**src/rtl/assert_macros.svh**
```systemverilog
// Assertion macros used by the top-level RTL file of the block statistics design.
`ifndef ASSERT_MACROS_SVH
`define ASSERT_MACROS_SVH

// Plain property, checked on every rising clock edge outside reset.
`define DCB_ASSERT(lbl, clk, rst, prop) \
   lbl: assert property (@(posedge clk) disable iff (rst) (prop)) \
      else $error("block statistics property violated");

// Same-cycle implication, built on the plain form above.
`define DCB_ASSERT_IMPL(lbl, clk, rst, ante, cons) \
   `DCB_ASSERT(lbl, clk, rst, (ante) |-> (cons))

`endif

```
**src/rtl/dcb_pkg.sv**
```systemverilog
// Shared constants and types of the dual-channel block statistics design.
`default_nettype none

package dcb_pkg;

   // Sample and block size limits.
   localparam int SAMPLE_BITS     = 13;
   localparam int MAX_BLOCK_PAIRS = 4096;
   localparam int MEAN_BITS       = 12;

   // Pair counter holds the limit itself.
   localparam int CNT_BITS = $clog2(MAX_BLOCK_PAIRS + 1);
   // Sum holds MAX_BLOCK_PAIRS full-scale samples plus a sign bit.
   localparam int SUM_BITS = SAMPLE_BITS + CNT_BITS;
   // Positive sums lose the sign bit before division.
   localparam int DIV_BITS = SUM_BITS - 1;
   // Partial remainder of the restoring divider.
   localparam int REM_BITS = CNT_BITS + 1;
   localparam int STEP_BITS = $clog2(DIV_BITS);

   // Depth of the queue between the front and back ends (power of two).
   localparam int QUEUE_DEPTH = 2;
   localparam int QPTR_BITS   = $clog2(QUEUE_DEPTH);

   localparam logic signed [SAMPLE_BITS-1:0] SAMPLE_MAX_VAL =
      {1'b0, {(SAMPLE_BITS-1){1'b1}}};
   localparam logic signed [SAMPLE_BITS-1:0] SAMPLE_MIN_VAL =
      {1'b1, {(SAMPLE_BITS-1){1'b0}}};
   localparam logic [CNT_BITS-1:0] PAIR_LIMIT = CNT_BITS'(MAX_BLOCK_PAIRS);

   // One closed block, waiting for its means to be computed.
   typedef struct packed {
      logic signed [SUM_BITS-1:0]    sum0;
      logic signed [SUM_BITS-1:0]    sum1;
      logic signed [SAMPLE_BITS-1:0] min0;
      logic signed [SAMPLE_BITS-1:0] max0;
      logic signed [SAMPLE_BITS-1:0] min1;
      logic signed [SAMPLE_BITS-1:0] max1;
      logic [CNT_BITS-1:0]           pairs;
      logic                          overlong;
   } job_type;

   // Write side of the queue.
   typedef struct packed {
      logic    valid;
      job_type job;
   } queue_wr_type;

   // Read side of the queue.
   typedef struct packed {
      logic    valid;
      job_type job;
   } queue_rd_type;

   // One finished result transaction.
   typedef struct packed {
      logic                          overlong;
      logic signed [SAMPLE_BITS-1:0] max1;
      logic signed [SAMPLE_BITS-1:0] min1;
      logic [MEAN_BITS-1:0]          mean1;
      logic signed [SAMPLE_BITS-1:0] max0;
      logic signed [SAMPLE_BITS-1:0] min0;
      logic [MEAN_BITS-1:0]          mean0;
   } result_type;

endpackage

`default_nettype wire

```
**src/rtl/dcb_front.sv**
```systemverilog
// Front end: accumulates per-channel sums, minimum and maximum and closes blocks.
`default_nettype none

module dcb_front import dcb_pkg::*; (
   input  wire logic                          clock,
   input  wire logic                          reset,
   input  wire logic                          in_valid,
   output logic                               in_ready,
   input  wire logic signed [SAMPLE_BITS-1:0] sample,
   input  wire logic                          block_end,
   input  wire logic                          q_ready,
   output queue_wr_type                       q_wr
);

   logic signed [SUM_BITS-1:0]    sum0_ff, sum0_in, sum1_ff, sum1_in;
   logic signed [SAMPLE_BITS-1:0] min0_ff, min0_in, max0_ff, max0_in;
   logic signed [SAMPLE_BITS-1:0] min1_ff, min1_in, max1_ff, max1_in;
   logic [CNT_BITS-1:0]           pairs_ff, pairs_in;
   logic                          phase_ff, phase_in;
   logic                          sat_ff, sat_in;

   logic signed [SUM_BITS-1:0]    s_ext;
   logic                          full;
   logic                          accept;
   logic                          close;
   logic signed [SUM_BITS-1:0]    sum1_upd;
   logic signed [SAMPLE_BITS-1:0] min1_upd, max1_upd;
   logic [CNT_BITS-1:0]           pairs_upd;
   logic                          sat_upd;

   // A closing transaction needs a free queue slot, so stall on a full queue.
   assign in_ready = q_ready;
   assign accept   = in_valid && in_ready;
   assign close    = accept && phase_ff && block_end;
   assign full     = pairs_ff >= PAIR_LIMIT;
   assign s_ext    = {{(SUM_BITS-SAMPLE_BITS){sample[SAMPLE_BITS-1]}}, sample};

   // Channel 1 statistics including the current sample.
   always_comb begin
      sum1_upd  = full ? sum1_ff : sum1_ff + s_ext;
      pairs_upd = full ? pairs_ff : pairs_ff + CNT_BITS'(1);
      sat_upd   = sat_ff | full;
      min1_upd  = (sample < min1_ff) ? sample : min1_ff;
      max1_upd  = (sample > max1_ff) ? sample : max1_ff;
   end

   // Next state of the accumulators.
   always_comb begin
      sum0_in  = sum0_ff;
      sum1_in  = sum1_ff;
      min0_in  = min0_ff;
      max0_in  = max0_ff;
      min1_in  = min1_ff;
      max1_in  = max1_ff;
      pairs_in = pairs_ff;
      phase_in = phase_ff;
      sat_in   = sat_ff;
      if (accept) begin
         if (!phase_ff) begin
            sum0_in  = full ? sum0_ff : sum0_ff + s_ext;
            sat_in   = sat_ff | full;
            min0_in  = (sample < min0_ff) ? sample : min0_ff;
            max0_in  = (sample > max0_ff) ? sample : max0_ff;
            phase_in = 1'b1;
         end else if (block_end) begin
            // Block closes: everything returns to its starting values.
            sum0_in  = '0;
            sum1_in  = '0;
            min0_in  = SAMPLE_MAX_VAL;
            max0_in  = SAMPLE_MIN_VAL;
            min1_in  = SAMPLE_MAX_VAL;
            max1_in  = SAMPLE_MIN_VAL;
            pairs_in = '0;
            sat_in   = 1'b0;
            phase_in = 1'b0;
         end else begin
            sum1_in  = sum1_upd;
            pairs_in = pairs_upd;
            sat_in   = sat_upd;
            min1_in  = min1_upd;
            max1_in  = max1_upd;
            phase_in = 1'b0;
         end
      end
   end

   // Hand the closed block to the queue.
   always_comb begin
      q_wr.valid        = close;
      q_wr.job.sum0     = sum0_ff;
      q_wr.job.sum1     = sum1_upd;
      q_wr.job.min0     = min0_ff;
      q_wr.job.max0     = max0_ff;
      q_wr.job.min1     = min1_upd;
      q_wr.job.max1     = max1_upd;
      q_wr.job.pairs    = pairs_upd;
      q_wr.job.overlong = sat_upd;
   end

   always_ff @(posedge clock) begin
      if (reset) begin
         sum0_ff  <= '0;
         sum1_ff  <= '0;
         min0_ff  <= SAMPLE_MAX_VAL;
         max0_ff  <= SAMPLE_MIN_VAL;
         min1_ff  <= SAMPLE_MAX_VAL;
         max1_ff  <= SAMPLE_MIN_VAL;
         pairs_ff <= '0;
         phase_ff <= 1'b0;
         sat_ff   <= 1'b0;
      end else begin
         sum0_ff  <= sum0_in;
         sum1_ff  <= sum1_in;
         min0_ff  <= min0_in;
         max0_ff  <= max0_in;
         min1_ff  <= min1_in;
         max1_ff  <= max1_in;
         pairs_ff <= pairs_in;
         phase_ff <= phase_in;
         sat_ff   <= sat_in;
      end
   end

endmodule

`default_nettype wire

```
**src/rtl/dcb_queue.sv**
```systemverilog
// Short queue of closed blocks between the front end and the divider.
`default_nettype none

module dcb_queue import dcb_pkg::*; (
   input  wire logic         clock,
   input  wire logic         reset,
   input  wire queue_wr_type wr,
   output logic              wr_ready,
   output queue_rd_type      rd,
   input  wire logic         rd_pop
);

   job_type                entry_ff [QUEUE_DEPTH];
   logic [QPTR_BITS-1:0]   wr_ptr_ff, wr_ptr_in, rd_ptr_ff, rd_ptr_in;
   logic [QPTR_BITS:0]     count_ff, count_in;
   logic                   push, pop;

   assign wr_ready = count_ff != (QPTR_BITS+1)'(QUEUE_DEPTH);
   assign rd.valid = count_ff != '0;
   assign rd.job   = entry_ff[rd_ptr_ff];
   assign push     = wr.valid && wr_ready;
   assign pop      = rd_pop && rd.valid;

   // Pointer and occupancy update.
   always_comb begin
      wr_ptr_in = push ? wr_ptr_ff + QPTR_BITS'(1) : wr_ptr_ff;
      rd_ptr_in = pop ? rd_ptr_ff + QPTR_BITS'(1) : rd_ptr_ff;
      count_in  = count_ff;
      if (push && !pop) begin
         count_in = count_ff + (QPTR_BITS+1)'(1);
      end else if (pop && !push) begin
         count_in = count_ff - (QPTR_BITS+1)'(1);
      end
   end

   always_ff @(posedge clock) begin
      if (reset) begin
         wr_ptr_ff <= '0;
         rd_ptr_ff <= '0;
         count_ff  <= '0;
      end else begin
         wr_ptr_ff <= wr_ptr_in;
         rd_ptr_ff <= rd_ptr_in;
         count_ff  <= count_in;
      end
   end

   // Entry storage.
   always_ff @(posedge clock) begin
      if (push) begin
         entry_ff[wr_ptr_ff] <= wr.job;
      end
   end

endmodule

`default_nettype wire

```
**src/rtl/dcb_back.sv**
```systemverilog
// Back end: divides both channel sums by the pair count and holds the result.
`default_nettype none

module dcb_back import dcb_pkg::*; (
   input  wire logic         clock,
   input  wire logic         reset,
   input  wire queue_rd_type q_rd,
   output logic              q_pop,
   output logic              out_valid,
   input  wire logic         out_ready,
   output result_type        out_result
);

   localparam logic [1:0] ST_IDLE = 2'd0;
   localparam logic [1:0] ST_DIV  = 2'd1;
   localparam logic [1:0] ST_DONE = 2'd2;

   logic [1:0]           state_ff, state_in;
   logic [STEP_BITS-1:0] step_ff, step_in;
   job_type              job_ff;
   logic [DIV_BITS-1:0]  dvd_ff [2];
   logic [DIV_BITS-1:0]  dvd_in [2];
   logic [REM_BITS-1:0]  rem_ff [2];
   logic [REM_BITS-1:0]  rem_in [2];
   logic                 out_valid_ff, out_valid_in;
   result_type           result_ff;

   logic                 load, take, last_step;
   logic [REM_BITS-1:0]  trial [2];
   logic [REM_BITS-1:0]  divisor;
   logic                 ge [2];
   logic signed [SUM_BITS-1:0] lane_sum [2];
   logic [MEAN_BITS-1:0] mean [2];

   assign load      = (state_ff == ST_IDLE) && q_rd.valid;
   assign q_pop     = load;
   assign take      = (state_ff == ST_DONE) && (!out_valid_ff || out_ready);
   assign last_step = step_ff == STEP_BITS'(DIV_BITS - 1);
   assign divisor   = {1'b0, job_ff.pairs};
   assign lane_sum[0] = q_rd.job.sum0;
   assign lane_sum[1] = q_rd.job.sum1;

   // Restoring division, one quotient bit per cycle in each lane.
   always_comb begin
      for (int l = 0; l < 2; l++) begin
         trial[l]  = {rem_ff[l][REM_BITS-2:0], dvd_ff[l][DIV_BITS-1]};
         ge[l]     = trial[l] >= divisor;
         dvd_in[l] = dvd_ff[l];
         rem_in[l] = rem_ff[l];
         if (load) begin
            // Zero and negative sums give a zero mean.
            dvd_in[l] = (!lane_sum[l][SUM_BITS-1] && lane_sum[l] != '0) ?
                        lane_sum[l][DIV_BITS-1:0] : '0;
            rem_in[l] = '0;
         end else if (state_ff == ST_DIV) begin
            dvd_in[l] = {dvd_ff[l][DIV_BITS-2:0], ge[l]};
            rem_in[l] = ge[l] ? trial[l] - divisor : trial[l];
         end
         // Quotient clamped to the mean field.
         mean[l] = (|dvd_ff[l][DIV_BITS-1:MEAN_BITS]) ? '1 : dvd_ff[l][MEAN_BITS-1:0];
      end
   end

   // Sequencer.
   always_comb begin
      state_in = state_ff;
      step_in  = step_ff;
      case (state_ff)
         ST_IDLE: begin
            step_in = '0;
            if (load) begin
               state_in = ST_DIV;
            end
         end
         ST_DIV: begin
            step_in = step_ff + STEP_BITS'(1);
            if (last_step) begin
               state_in = ST_DONE;
            end
         end
         ST_DONE: begin
            if (take) begin
               state_in = ST_IDLE;
            end
         end
         default: begin
            state_in = ST_IDLE;
         end
      endcase
   end

   // Output register: a waiting result does not block the next division.
   assign out_valid_in = take ? 1'b1 : (out_ready ? 1'b0 : out_valid_ff);

   always_ff @(posedge clock) begin
      if (reset) begin
         state_ff     <= ST_IDLE;
         step_ff      <= '0;
         out_valid_ff <= 1'b0;
      end else begin
         state_ff     <= state_in;
         step_ff      <= step_in;
         out_valid_ff <= out_valid_in;
      end
   end

   // Datapath registers.
   always_ff @(posedge clock) begin
      dvd_ff <= dvd_in;
      rem_ff <= rem_in;
      if (load) begin
         job_ff <= q_rd.job;
      end
      if (take) begin
         result_ff.mean0    <= mean[0];
         result_ff.min0     <= job_ff.min0;
         result_ff.max0     <= job_ff.max0;
         result_ff.mean1    <= mean[1];
         result_ff.min1     <= job_ff.min1;
         result_ff.max1     <= job_ff.max1;
         result_ff.overlong <= job_ff.overlong;
      end
   end

   assign out_valid  = out_valid_ff;
   assign out_result = result_ff;

endmodule

`default_nettype wire

```
**src/rtl/dual_channel_block_min_max_mean.sv**
```systemverilog
// Top level of the dual-channel block statistics design: minimum, maximum and mean.
//
// Channels 0 and 1 alternate, one sample per clock while req_tready is high.
// Per channel the block keeps a sum, a minimum and a maximum; a sample with
// tlast set on channel 1 closes the block (tlast on channel 0 is ignored).
// A closed block enters a two-entry queue and a restoring divider computes
// both means in parallel, one quotient bit per cycle, one block at a time,
// into the output register. Input is accepted every cycle as long as the
// queue has room, so only very short blocks arriving back to back, or a
// stalled result channel, hold the input off. Blocks longer than 4096 pairs
// stop summing after 4096 pairs and are flagged on rsp_tuser.
`default_nettype none
`include "assert_macros.svh"

module dual_channel_block_min_max_mean import dcb_pkg::*; (
   input  wire logic        clock,
   input  wire logic        reset,
   input  wire logic        req_tvalid,
   output logic             req_tready,
   // [12:0] sample, [15:13] zero
   input  wire logic [15:0] req_tdata,
   input  wire logic        req_tlast,
   output logic             rsp_tvalid,
   input  wire logic        rsp_tready,
   // [11:0] mean_ch0, [24:12] min_ch0, [37:25] max_ch0, [49:38] mean_ch1,
   // [62:50] min_ch1, [75:63] max_ch1, [79:76] zero
   output logic [79:0]      rsp_tdata,
   // [0] overlong
   output logic             rsp_tuser
);

   queue_wr_type q_wr;
   queue_rd_type q_rd;
   logic         q_ready;
   logic         q_pop;
   result_type   result;

   dcb_front u_front (
      .clock     (clock),
      .reset     (reset),
      .in_valid  (req_tvalid),
      .in_ready  (req_tready),
      .sample    (req_tdata[SAMPLE_BITS-1:0]),
      .block_end (req_tlast),
      .q_ready   (q_ready),
      .q_wr      (q_wr)
   );

   dcb_queue u_queue (
      .clock    (clock),
      .reset    (reset),
      .wr       (q_wr),
      .wr_ready (q_ready),
      .rd       (q_rd),
      .rd_pop   (q_pop)
   );

   dcb_back u_back (
      .clock      (clock),
      .reset      (reset),
      .q_rd       (q_rd),
      .q_pop      (q_pop),
      .out_valid  (rsp_tvalid),
      .out_ready  (rsp_tready),
      .out_result (result)
   );

   // Result transaction packing.
   assign rsp_tdata = {4'b0, result.max1, result.min1, result.mean1,
                       result.max0, result.min0, result.mean0};
   assign rsp_tuser = result.overlong;

   // A closed block is never dropped at the queue.
   `DCB_ASSERT_IMPL(a_push_has_room, clock, reset, q_wr.valid, q_ready)
   // Every block holds at least one sample per channel, so min never exceeds max.
   `DCB_ASSERT_IMPL(a_order_ch0, clock, reset, rsp_tvalid, result.min0 <= result.max0)
   `DCB_ASSERT_IMPL(a_order_ch1, clock, reset, rsp_tvalid, result.min1 <= result.max1)

endmodule

`default_nettype wire

```
**config.mk**
```make
export PLATFORM = sky130hd
export DESIGN_NAME = dual_channel_block_min_max_mean
export DESIGN_NICKNAME = d
export VERILOG_FILES = /design/src/rtl/dcb_pkg.sv /design/src/rtl/dcb_front.sv /design/src/rtl/dcb_queue.sv /design/src/rtl/dcb_back.sv /design/src/rtl/dual_channel_block_min_max_mean.sv
export VERILOG_INCLUDE_DIRS = /design/src /design/src/rtl
export SDC_FILE = /design/constraint.sdc
export NUM_CORES = 1
export LEC_CHECK = 0
export BUFFER_PORTS_ARGS = -buffer_cell sky130_fd_sc_hd__buf_2
export CORE_AREA = 3 3 224 226
export CTS_CLUSTER_DIAMETER = 80
export DETAILED_ROUTE_END_ITERATION = 8
export DIE_AREA = 0 0 227 229
export GPL_TIMING_DRIVEN = 0
export PLACE_DENSITY = 0.74
export SLEW_MARGIN = 20
export SYNTH_ARGS = -nofsm -noshare
export SYNTH_HDL_FRONTEND = slang
export SYNTH_SLANG_ARGS = --single-unit
```
**constraint.sdc**
```tcl
create_clock -name clock -period 12.95 [get_ports clock]
set_input_delay 2.59 -clock clock [delete_from_list [all_inputs] [get_ports clock]]
set_output_delay 2.59 -clock clock [all_outputs]
set_load 0.05 [all_outputs]
```
; Word level (Yosys, flattened, before mapping)
; Memories as Yosys holds them, arrays and structs flattened. A register that Yosys moved wholly into a read port is not among the register bits.
; Cells that the tools add are included.
[op_classes]
addsub = 10
order_cmp = 7
eq_ne = 9
muxes = 41
n_bitwise = 1
n_reduce_logical = 34
[op_table]
columns = operator, count
row1 = 2-to-1 mux 13 bit, 14
row2 = 2-to-1 mux 25 bit, 6
row3 = 2-to-1 mux 26 bit, 5
row4 = adder 26 x 13 -> 26 bit, 2
row5 = nonzero test 26 bit, 2
row6 = greater-or-equal comparator 14 x 13 -> 1 bit, 2
row7 = > comparator 13 bit, 2
row8 = less-than comparator 13 bit, 2
row9 = OR reduction 13 bit, 2
row10 = subtractor 13 bit, 2
row11 = nonzero test 2 bit, 7
row12 = adder 13 x 1 -> 13 bit (second input constant), 1
row13 = greater-or-equal comparator 13 bit (second input constant), 1
row14 = AND reduction 3 bit, 4
row15 = logical AND 1 bit, 11
row16 = 2-to-1 mux 2 bit, 5
row17 = case mux 5 bit (2 select lines), 1
row18 = 2-to-1 mux 1 bit, 9
row19 = inequality test 2 x 1 -> 1 bit (second input constant), 3
row20 = inequality test 2 bit (second input constant), 3
row21 = case mux 2 bit (3 select lines), 1
row22 = adder 5 x 1 -> 5 bit (second input constant), 1
row23 = == test 5 bit (second input constant), 1
row24 = logical NOT 1 bit, 5
row25 = 9 further kinds, 10
[word_totals]
register_bits = 350
ramBits = 236
in_bits = 21
output_inout_bits = 83
elab_cells = 135
mem_count = 1
[memory_table]
columns = memory, words, word_bits, rd, rd_ports_with_merged_regs, wr, line
row1 = u_queue.entry_ff, 2, 118, 1, 1, 1, dcb_queue.sv:13  ; job_type entry_ff [QUEUE_DEPTH];

; Longest topological paths before layout
; Gate-level depths: netlist (run 1).
[logic_depth]
depth_word = 9
mapped_depth = 12
mapped_depth_nobuf = 11

; Cells and area by module
; From an unflattened synthesis (run 1), not the netlist that was laid out.
[unflattened]
hier_cells = 2164
area_unflattened_um2 = 27123.5
[by_module_without_submodules]
columns = mod, n_inst, cells_per_inst, area_each_um2, seq_area_each_um2
row1 = dcb_back, 1, 647, 9283.9, 6476.2
row2 = dcb_front, 1, 1121, 9002.4, 2382.3
row3 = dcb_queue, 1, 391, 8803.4, 7186.9
row4 = dual_channel_block_min_max_mean, 1, 5, 33.8, 0.0

; Worst setup path before layout (run 1)
; No wires, ideal clock.
[synth_path]
path_type = input port to flip-flop
start = input req_tvalid
end = memory u_queue.entry_ff[0][0] (netlist bit) (enable)
t_arrival_ps = 7912
setup_slack_ps = 4442
cell_stages = 4
n_path_buf = 1
cell_sequence = and3_1 -> buf_2 -> nand2_1 -> nor2_1
[synth_via]
elab_chain_cells = 6
[synth_rtl]
columns = item, line
row1 = start: declaration, dual_channel_block_min_max_mean.sv:18  ; input wire logic req_tvalid,
row2 = logical AND 1 bit, dcb_front.sv:33  ; assign accept = in_valid && in_ready;
row3 = logical AND 1 bit (2 in a row), dcb_front.sv:34  ; assign close = accept && phase_ff && block_end;
row4 = logical AND 1 bit, dcb_queue.sv:21  ; assign push = wr.valid && wr_ready;
row5 = 2-to-1 mux 1 bit, dcb_queue.sv:50  ; if (push) begin
row6 = 2-to-1 mux 1 bit (not written as such), dcb_queue.sv:51  ; entry_ff[wr_ptr_ff] <= wr.job;
row7 = end: declaration, dcb_queue.sv:13
; No other way between the ends.

==> qor.log, run 1 <==
qor: synthesis.synth_xor_area_share 2.475%
qor: floorplan.rows 81
qor: run.drv.max_cap_violation_count 0
qor: cts.cts_max_path_buffers 3
qor: grt.grt_pass1_wl 93.65 mm
qor: worst_setup_path.required 13.29 ns
qor: synthesis.post_synth_and_or_nand_nor_area_fraction 9.755%
qor: layout.antenna_cells_inserted 0
qor: timing.layout_worst_path_cycle_share 40.85%
qor: routing.drcViolationCount 0
qor: worst_setup_path.crit_path_max_fanout 35
qor: grt.grt_max_degree 73
qor: cts.tritoncts yes
qor: routing.drt-initial-drc-count 1,571
qor: routing.wl_per_cell 20.07 um
qor: pwr.p_leak 0.01123 uW
qor: cts.clk_root_buffer_cell clkbuf_16
qor: cts.cts_post_setup_buffers_inserted 0
qor: worst_setup_path.crit-reg2reg-launch u_queue.count_ff[0]
qor: synthesis.ys_warn_count 0
qor: worst_hold_path.whs_endpoint u_back.out_result[69]
qor: cts.cts.sinks 587
qor: cts.tritoncts.num_buffers 58
qor: worst_setup_path.crit_arrival 5.62 ns
qor: worst_setup_path.r2r.worst_path.cells 6
qor: timing.fin_crit 5.290 ns
qor: timing.fin_worst_skew 0.01697 ns
qor: layout.area_growth_syn_to_layout 13.20%
qor: cts.clock_input_transition_at_the_sequential_cells_of_the_worst_setup_and_hold_paths 0.06 ns
qor: synthesis.postSynth.asyncResetShare 0%
qor: synthesis.synth.distinct_cells 82
qor: routing.firstDrtPassIters 5
qor: place.place.port_buffers 96
qor: layout.post_route_cells_drive_above_1_share 14.75%
qor: cts.clk_latency 0.62 ns
qor: timing.finalWorstSetupSlack 7.660 ns
qor: worst_setup_path.crit-reg2reg-capture u_back.dvd_ff[36]
qor: outcome.run_status finished clean
qor: synthesis.synth-edff-count 429
qor: synthesis.synth_sequential_area_ratio 60.46%
qor: floorplan.die_height 229 um
qor: layout.final_nets 2,472
qor: place.dp_slack 7.075 ns
qor: routing.totalWireLength 59.97 mm
qor: synthesis.flip_flop_cell_with_the_highest_count_after_synthesis edfxtp_1
qor: timing.maxSlewHeadroom 21.42%
qor: grt.antenna_found_initial 2
qor: worst_setup_path.r2r_slack 9.28 ns
qor: synthesis.syn_area_cell 12.36 um2
qor: floorplan.floorplan.initialDensity 54.66%
qor: synthesis.post_synth_fa_ha_maj_area_fraction 6.478%
qor: synthesis.synth_compound_area_share 11.97%
qor: cts.cts.hold.buffers_added 0
qor: timing.rsz0062_at_grt false
qor: timing.timing.final.max_slew_violations 0
qor: floorplan.die_width 227 um
qor: timing.timing.fmax 0.1891 GHz
qor: timing.timing_worst_slew_pin_value 1.179 ns
qor: synthesis.synth_mux_area_share 6.144%
qor: synthesis.yosys_register_bits 587
qor: routing.detailroute.via_count 17,850
qor: worst_hold_path.hold-path-cell-count 0
qor: pwr.vdd_drop_max 123.9 uV
qor: grt.grt_pass1_vias 17,450
qor: floorplan.core_region_area 48,550 um2
qor: synthesis.synth_area_leader_cell edfxtp_1
qor: synthesis.netlist_area 26,540 um2
qor: worst_hold_path.min-delay-path-class flip-flop to flip-flop
qor: synthesis.synth_top_family_by_area compound AO/OA/AOI/OAI gates
qor: timing.timing.final.hold_violations 0
qor: floorplan.floorplan.io_pins 104
qor: place.dp_hpwl 41.58 mm
qor: worst_setup_path.path_class primary input to flip-flop
qor: synthesis.ys_top_cells_by_area edfxtp_1, dfxtp_1, ha_1, mux2_2, o21ai_0
qor: floorplan.design.die.area 51,980 um2
qor: routing.avgViaCountPerCell 5.975
qor: worst_setup_path.element_type_at_the_critical_path_start primary input
qor: worst_setup_path.crit_path_end_kind flip-flop
qor: worst_hold_path.hold_path.startpoint u_back.job_ff[20]
qor: timing.totalNegativeSetupSlack 0 ns
qor: synthesis.post-synth-top-area-fraction 48.55%
qor: cts.number_of_instances_resized_during_post_cts_repair 0
qor: grt.grt_overflow_total 0
qor: synthesis.number_of_instances_in_the_synthesized_netlist 2,147
qor: cts.ctsHtreeMaxLevel 2
qor: synthesis.post_synth_most_frequent_cells edfxtp_1, nand2_1, o21ai_0
qor: timing.setup_violations 0
qor: pwr.cellPowerDensity 192.6 nW/um2
qor: place.gpl.final_weighted_congestion 0.8944
qor: synthesis.synth.most_common_cell edfxtp_1
qor: grt.grt_usage 22.82%
qor: routing.ant_nets 0
cell type report:
class	count	area [um2]
plain buffers	86	362.8
clock buffers	71	1531
clock inverters	39	441.7
fillers	3635	18510
inverters	94	357.8
multi-input cells	1383	9811
flip-flops and latches	587	16050
well taps	622	778.2
repair buffers	106	710.7
metrics by stage:
stage | cells | power (uW) | util (%) | hold WS [ns] | instance area [um2]
floorplan | 2150 | 3640 | - | 0.4003 | 26550
global placement | 2868 | 4012 | 57.28 | 0.4017 | 27810
detailed placement | 2878 | 4072 | 57.81 | 0.4045 | 28070
CTS | 2988 | 5795 | 61.88 | 0.4135 | 30040
global route | 2988 | 6066 | 61.88 | 0.4203 | 30040
finish | 2988 | 5786 | 61.88 | 0.4093 | 30040
kinds of logic (layout without fill, tap and decap cells):
logic type	after synthesis	count (layout)
buf+inv	180	396
simple gates	529	529
xor+xnor	75	75
other cells	1	4
fa+ha+maj	135	135
flops	587	587
mux	153	153
compound gates	487	487
critical path, stage by stage:
cell and delay (ns):
buf_2 0.72, ha_1 0.38, buf_6 0.14, and3_4 0.20
and3_2 0.22, a21boi_0 0.14, a41o_1 0.25, o41ai_1 0.49
a21oi_1 0.15, xnor2_1 0.21, o21ai_0 0.12
flip-flops by register name, indices dropped and copies added (netlist names), 26 cells and up, named ones only:
register and count:
u_back.dvd_ff 50, u_back.job_ff 53, u_back.out_result 77, u_back.rem_ff 26
u_front.sum0_ff 26, u_front.sum1_ff 26, u_queue.entry_ff 236
how the worst max path moves through the flow:
stage | slack, ns | end | depth (start not counted) | from
global placement | 1.38 | u_queue.entry_ff[0][19] | 5 | req_tvalid
CTS | 7.71 | u_queue.entry_ff[0][90] | 11 | req_tdata[12]
detailed placement | 7.08 | u_queue.entry_ff[1][26] | 9 | req_tdata[12]
global route | 7.27 | u_queue.entry_ff[0][24] | 10 | req_tdata[12]
floorplan | 4.44 | u_queue.entry_ff[0][0] | 4 | req_tvalid
finish | 7.66 | u_queue.entry_ff[0][90] | 11 | req_tdata[12]
layout by cell type (no fill, tap or decap), types with 18 or more instances in the layout:
cell	count
nor2_1	71
clkbuf_16	59
a21oi_1	76
nor3_1	44
buf_2	104
a31oi_1	20
nor2b_1	18
nor4_1	25
o21ai_0	177
nand2_1	198
xor2_1	37
dfxtp_1	158
xnor2_1	38
edfxtp_1	429
or2_2	34
ha_1	131
nand3_1	43
nand4_1	23
clkbuf_1	68
inv_1	91
a21o_1	41
mux2i_1	74
mux2_2	79
a22o_1	38
per-layer routing:
metal	vias up	GRT usage, %	wire length (um)
li1	8405	-	-
met1	8704	31.10	25870
met2	608	37.81	28750
met3	131	2.756	3501
met4	4	8.355	1807
met5	-	0	34
report_power, final:
part	switching, uW	total [uW]	leakage, uW	internal [uW]
clock network	723	1730	0.000959	1010
logic	924	1480	0.00509	555
registers	152	2580	0.00517	2420
total	1800	5790	0.0112	3990
Note: power is estimated with default switching activity, not from simulation.
==> inputs of run 2 (changes only) <==
Clock period 12.95 ns to 5.2 ns, I/O delays scaled along.
==> run 2 against run 1 <==
  * Hold slack improved by 0.0052 ns
  * Critical endpoint is now u_queue.entry_ff[0][25]
  * Critical path type unchanged
  * Non-clock buffer count did not move
  * Critical path depth fell by 2
==> qor.log, run 2 (synthesis results as in run 1) <==
qor: layout.flip_flop_count_of_the_largest_register_all_copies_and_words_added 236 [unchanged]
qor: timing.fin_crit 3.760 ns
qor: timing.timing_worst_slew_pin_value 1.051 ns [was 1.179 ns]
qor: cts.number_of_instances_resized_during_post_cts_repair 0 [unchanged]
qor: cts.ctsHtreeMaxLevel 2 [unchanged]
qor: floorplan.die_width 227 um [unchanged]
qor: floorplan.floorplan.io_pins 104 [unchanged]
qor: pwr.p_comb_share 25.9% [was 25.6%]
qor: floorplan.die_height 229 um [unchanged]
qor: place.place.port_buffers 96 [unchanged]
qor: cts.cts_post_setup_buffers_inserted 0 [unchanged]
qor: pwr.clkPwrFrac 29.2% [was 29.9%]
qor: worst_setup_path.element_type_at_the_critical_path_start primary input [unchanged]
qor: pwr.cellPowerDensity 477.7 nW/um2 [was 192.6 nW/um2]
qor: pwr.power.share.switching 31.35% [was 31.10%]
qor: grt.grt_max_degree 73 [unchanged]
qor: layout.final_nets 2,471 [was 2,472]
qor: cts.cts.hold.buffers_added 0 [unchanged]
qor: layout.fillCellCount 3,588 [was 3,635]
qor: outcome.run_status finished clean [unchanged]
qor: layout.post_route_cells_drive_above_1_share 14.64% [was 14.75%]
qor: cts.tritoncts yes [unchanged]
qor: timing.rsz0062_at_grt false [unchanged]
qor: layout.ff_latch_area 16,050 um2 [unchanged]
qor: layout.area_growth_syn_to_layout 12.92% [was 13.20%]
qor: cts.cts.sinks 587 [unchanged]
qor: pwr.power.sequential.fraction 44.9% [was 44.5%]
qor: worst_setup_path.path_class primary input to flip-flop [unchanged]
qor: grt.grt_pass1_vias 17,920 [was 17,450]
qor: routing.drcViolationCount 0 [unchanged]
qor: routing.firstDrtPassIters 7 [was 5]
qor: cts.clk_root_buffer_cell clkbuf_16 [unchanged]
qor: floorplan.rows 81 [unchanged]
qor: worst_hold_path.min-delay-path-class flip-flop to flip-flop [unchanged]
qor: worst_setup_path.crit_path_end_kind flip-flop [unchanged]
qor: routing.drt-initial-drc-count 1,500 [was 1,571]
qor: grt.grt_pass1_wl 95.38 mm [was 93.65 mm]
qor: timing.maxSlewHeadroom 29.41% [was 21.42%]
qor: pwr.net_switching_power 4488 uW [was 1799 uW]
qor: place.gpl.final_weighted_congestion 0.8988 [was 0.8944]
qor: floorplan.design.die.area 51,980 um2 [unchanged]
qor: timing.timing.final.hold_violations 0 [unchanged]
qor: worst_setup_path.crit_arrival 4.08 ns [was 5.62 ns]
qor: pwr.vdd_drop_max 294.3 uV [was 123.9 uV]
qor: cts.clock_input_transition_at_the_sequential_cells_of_the_worst_setup_and_hold_paths 0.06 ns [about the same]
qor: layout.top_register u_queue.entry_ff [unchanged]
qor: timing.setup_violations 0 [unchanged]
qor: layout.layout_commonest_cell edfxtp_1 [unchanged]
qor: layout.multi_input_comb_area 9811 um2 [unchanged]
qor: timing.layout_worst_path_cycle_share 72.30%
qor: layout.layout_common_cells edfxtp_1, nand2_1, o21ai_0 [unchanged]
qor: timing.fin_worst_skew 0.02375 ns [was 0.01697 ns]
qor: timing.timing.fmax 0.2660 GHz
qor: floorplan.core_region_area 48,550 um2 [unchanged]
qor: layout.fin_area 29,970 um2 [was 30,040 um2]
qor: run.drv.max_cap_violation_count 0 [unchanged]
qor: cts.clk_latency 0.62 ns [about the same]
qor: pwr.cell_internal_pwr 9827 uW [was 3987 uW]
qor: routing.wl_per_cell 20.39 um [was 20.07 um]
qor: routing.totalWireLength 60.89 mm [was 59.97 mm]
qor: worst_setup_path.crit_path_max_fanout 35 [unchanged]
qor: cts.tritoncts.num_buffers 57 [was 58]
qor: routing.ant_nets 0 [unchanged]
qor: place.dp_hpwl 42.22 mm [was 41.58 mm]
qor: cts.cts_max_path_buffers 3 [unchanged]
qor: floorplan.floorplan.initialDensity 54.66% [unchanged]
qor: pwr.p_leak 0.01118 uW [was 0.01123 uW]
qor: routing.avgViaCountPerCell 6.042 [was 5.975]
qor: timing.fin_worst_hold_slack 0.4145 ns [was 0.4093 ns]
qor: worst_setup_path.required 5.52 ns [was 13.29 ns]
qor: grt.antenna_found_initial 0 [was 2]
qor: grt.grt_overflow_total 0 [unchanged]
qor: grt.grt_usage 23.26% [was 22.82%]
qor: routing.detailroute.via_count 18,040 [was 17,850]
qor: place.detailed_place.area 28,060 um2 [was 28,070 um2]
qor: timing.timing.final.max_slew_violations 0 [unchanged]
run 2: cell count changes in the layout (fill, tap and decap cells not counted), sizes merged:
cell and change:
clkinvlp +3, diode +1, clkbuf +1, clkinv -4, inv -1, buf -1, bufinv -1
run 2: worst max-delay path, stage by stage:
cell and delay (ns):
buf_2 0.73, ha_1 0.30, nand2_1 0.10, nor3_1 0.26, a21boi_0 0.25, a2111oi_0 0.12, a211oi_2 0.59, clkbuf_1 0.42
o21ai_0 0.25
run 2: cell type report:
class	count	area share, %
buffer	86	1.215
timing repair buffer	106	2.347
inverter	94	1.194
tap	622	2.597
antenna	1	0.008351
clock buffer	71	5.002
clock inverter	36	1.353
sequential	587	53.54
multi-input combinational	1383	32.74
run 2: worst paths after layout:
| path | cells past startpoint | endpoint | start | slack (ns) |
|---|---|---|---|---|
| setup / recovery | 9 | u_queue.entry_ff[0][25] | req_tdata[12] | 1.44 |
| hold / removal | 0 | u_back.out_result[69] | u_back.job_ff[20] | 0.41 |
| setup reg to reg | 6 | u_back.dvd_ff[36] | u_queue.count_ff[0] | 1.49 |
| hold reg to reg | 0 | u_back.out_result[69] | u_back.job_ff[20] | 0.41 |
run 2: metrics by stage:
step / setup slack, ns / std cells / util [%] / total power [uW] / setup TNS, ns
final: 1.440 / 2986 / 61.73 / 14320 / 0
after global routing: 1.226 / 2985 / 61.72 / 15020 / 0
after CTS: 1.467 / 2985 / 61.72 / 14350 / 0
after detailed placement: 0.8919 / 2878 / 57.80 / 10170 / 0
after global placement: -1.749 / 2868 / 57.29 / 9985 / -568.21
after floorplan: 0.08768 / 2150 / - / 9060 / 0
run 2: metal layers:
layer | vias to the layer above | part of all wire (%) | track usage [%]
li1 | 8392 | - | -
met1 | 8859 | 43 | 31.02
met2 | 627 | 47 | 37.90
met3 | 164 | 6.7 | 4.435
met4 | 0 | 3.7 | 8.904
met5 | - | 0 | 0
run 2: power by group through the flow:
| stage | Sequential [uW] | Combinational (uW) | Clock, uW |
|---|---|---|---|
| 6_report | 6430 | 3710 | 4180 |
| 5_1_grt | 6500 | 4090 | 4430 |
| 4_1_cts | 6420 | 3680 | 4250 |
| 3_5_place_dp | 6520 | 3650 | 0 |
| 3_3_place_gp | 6520 | 3470 | 0 |
| 2_1_floorplan | 6380 | 2680 | 0 |
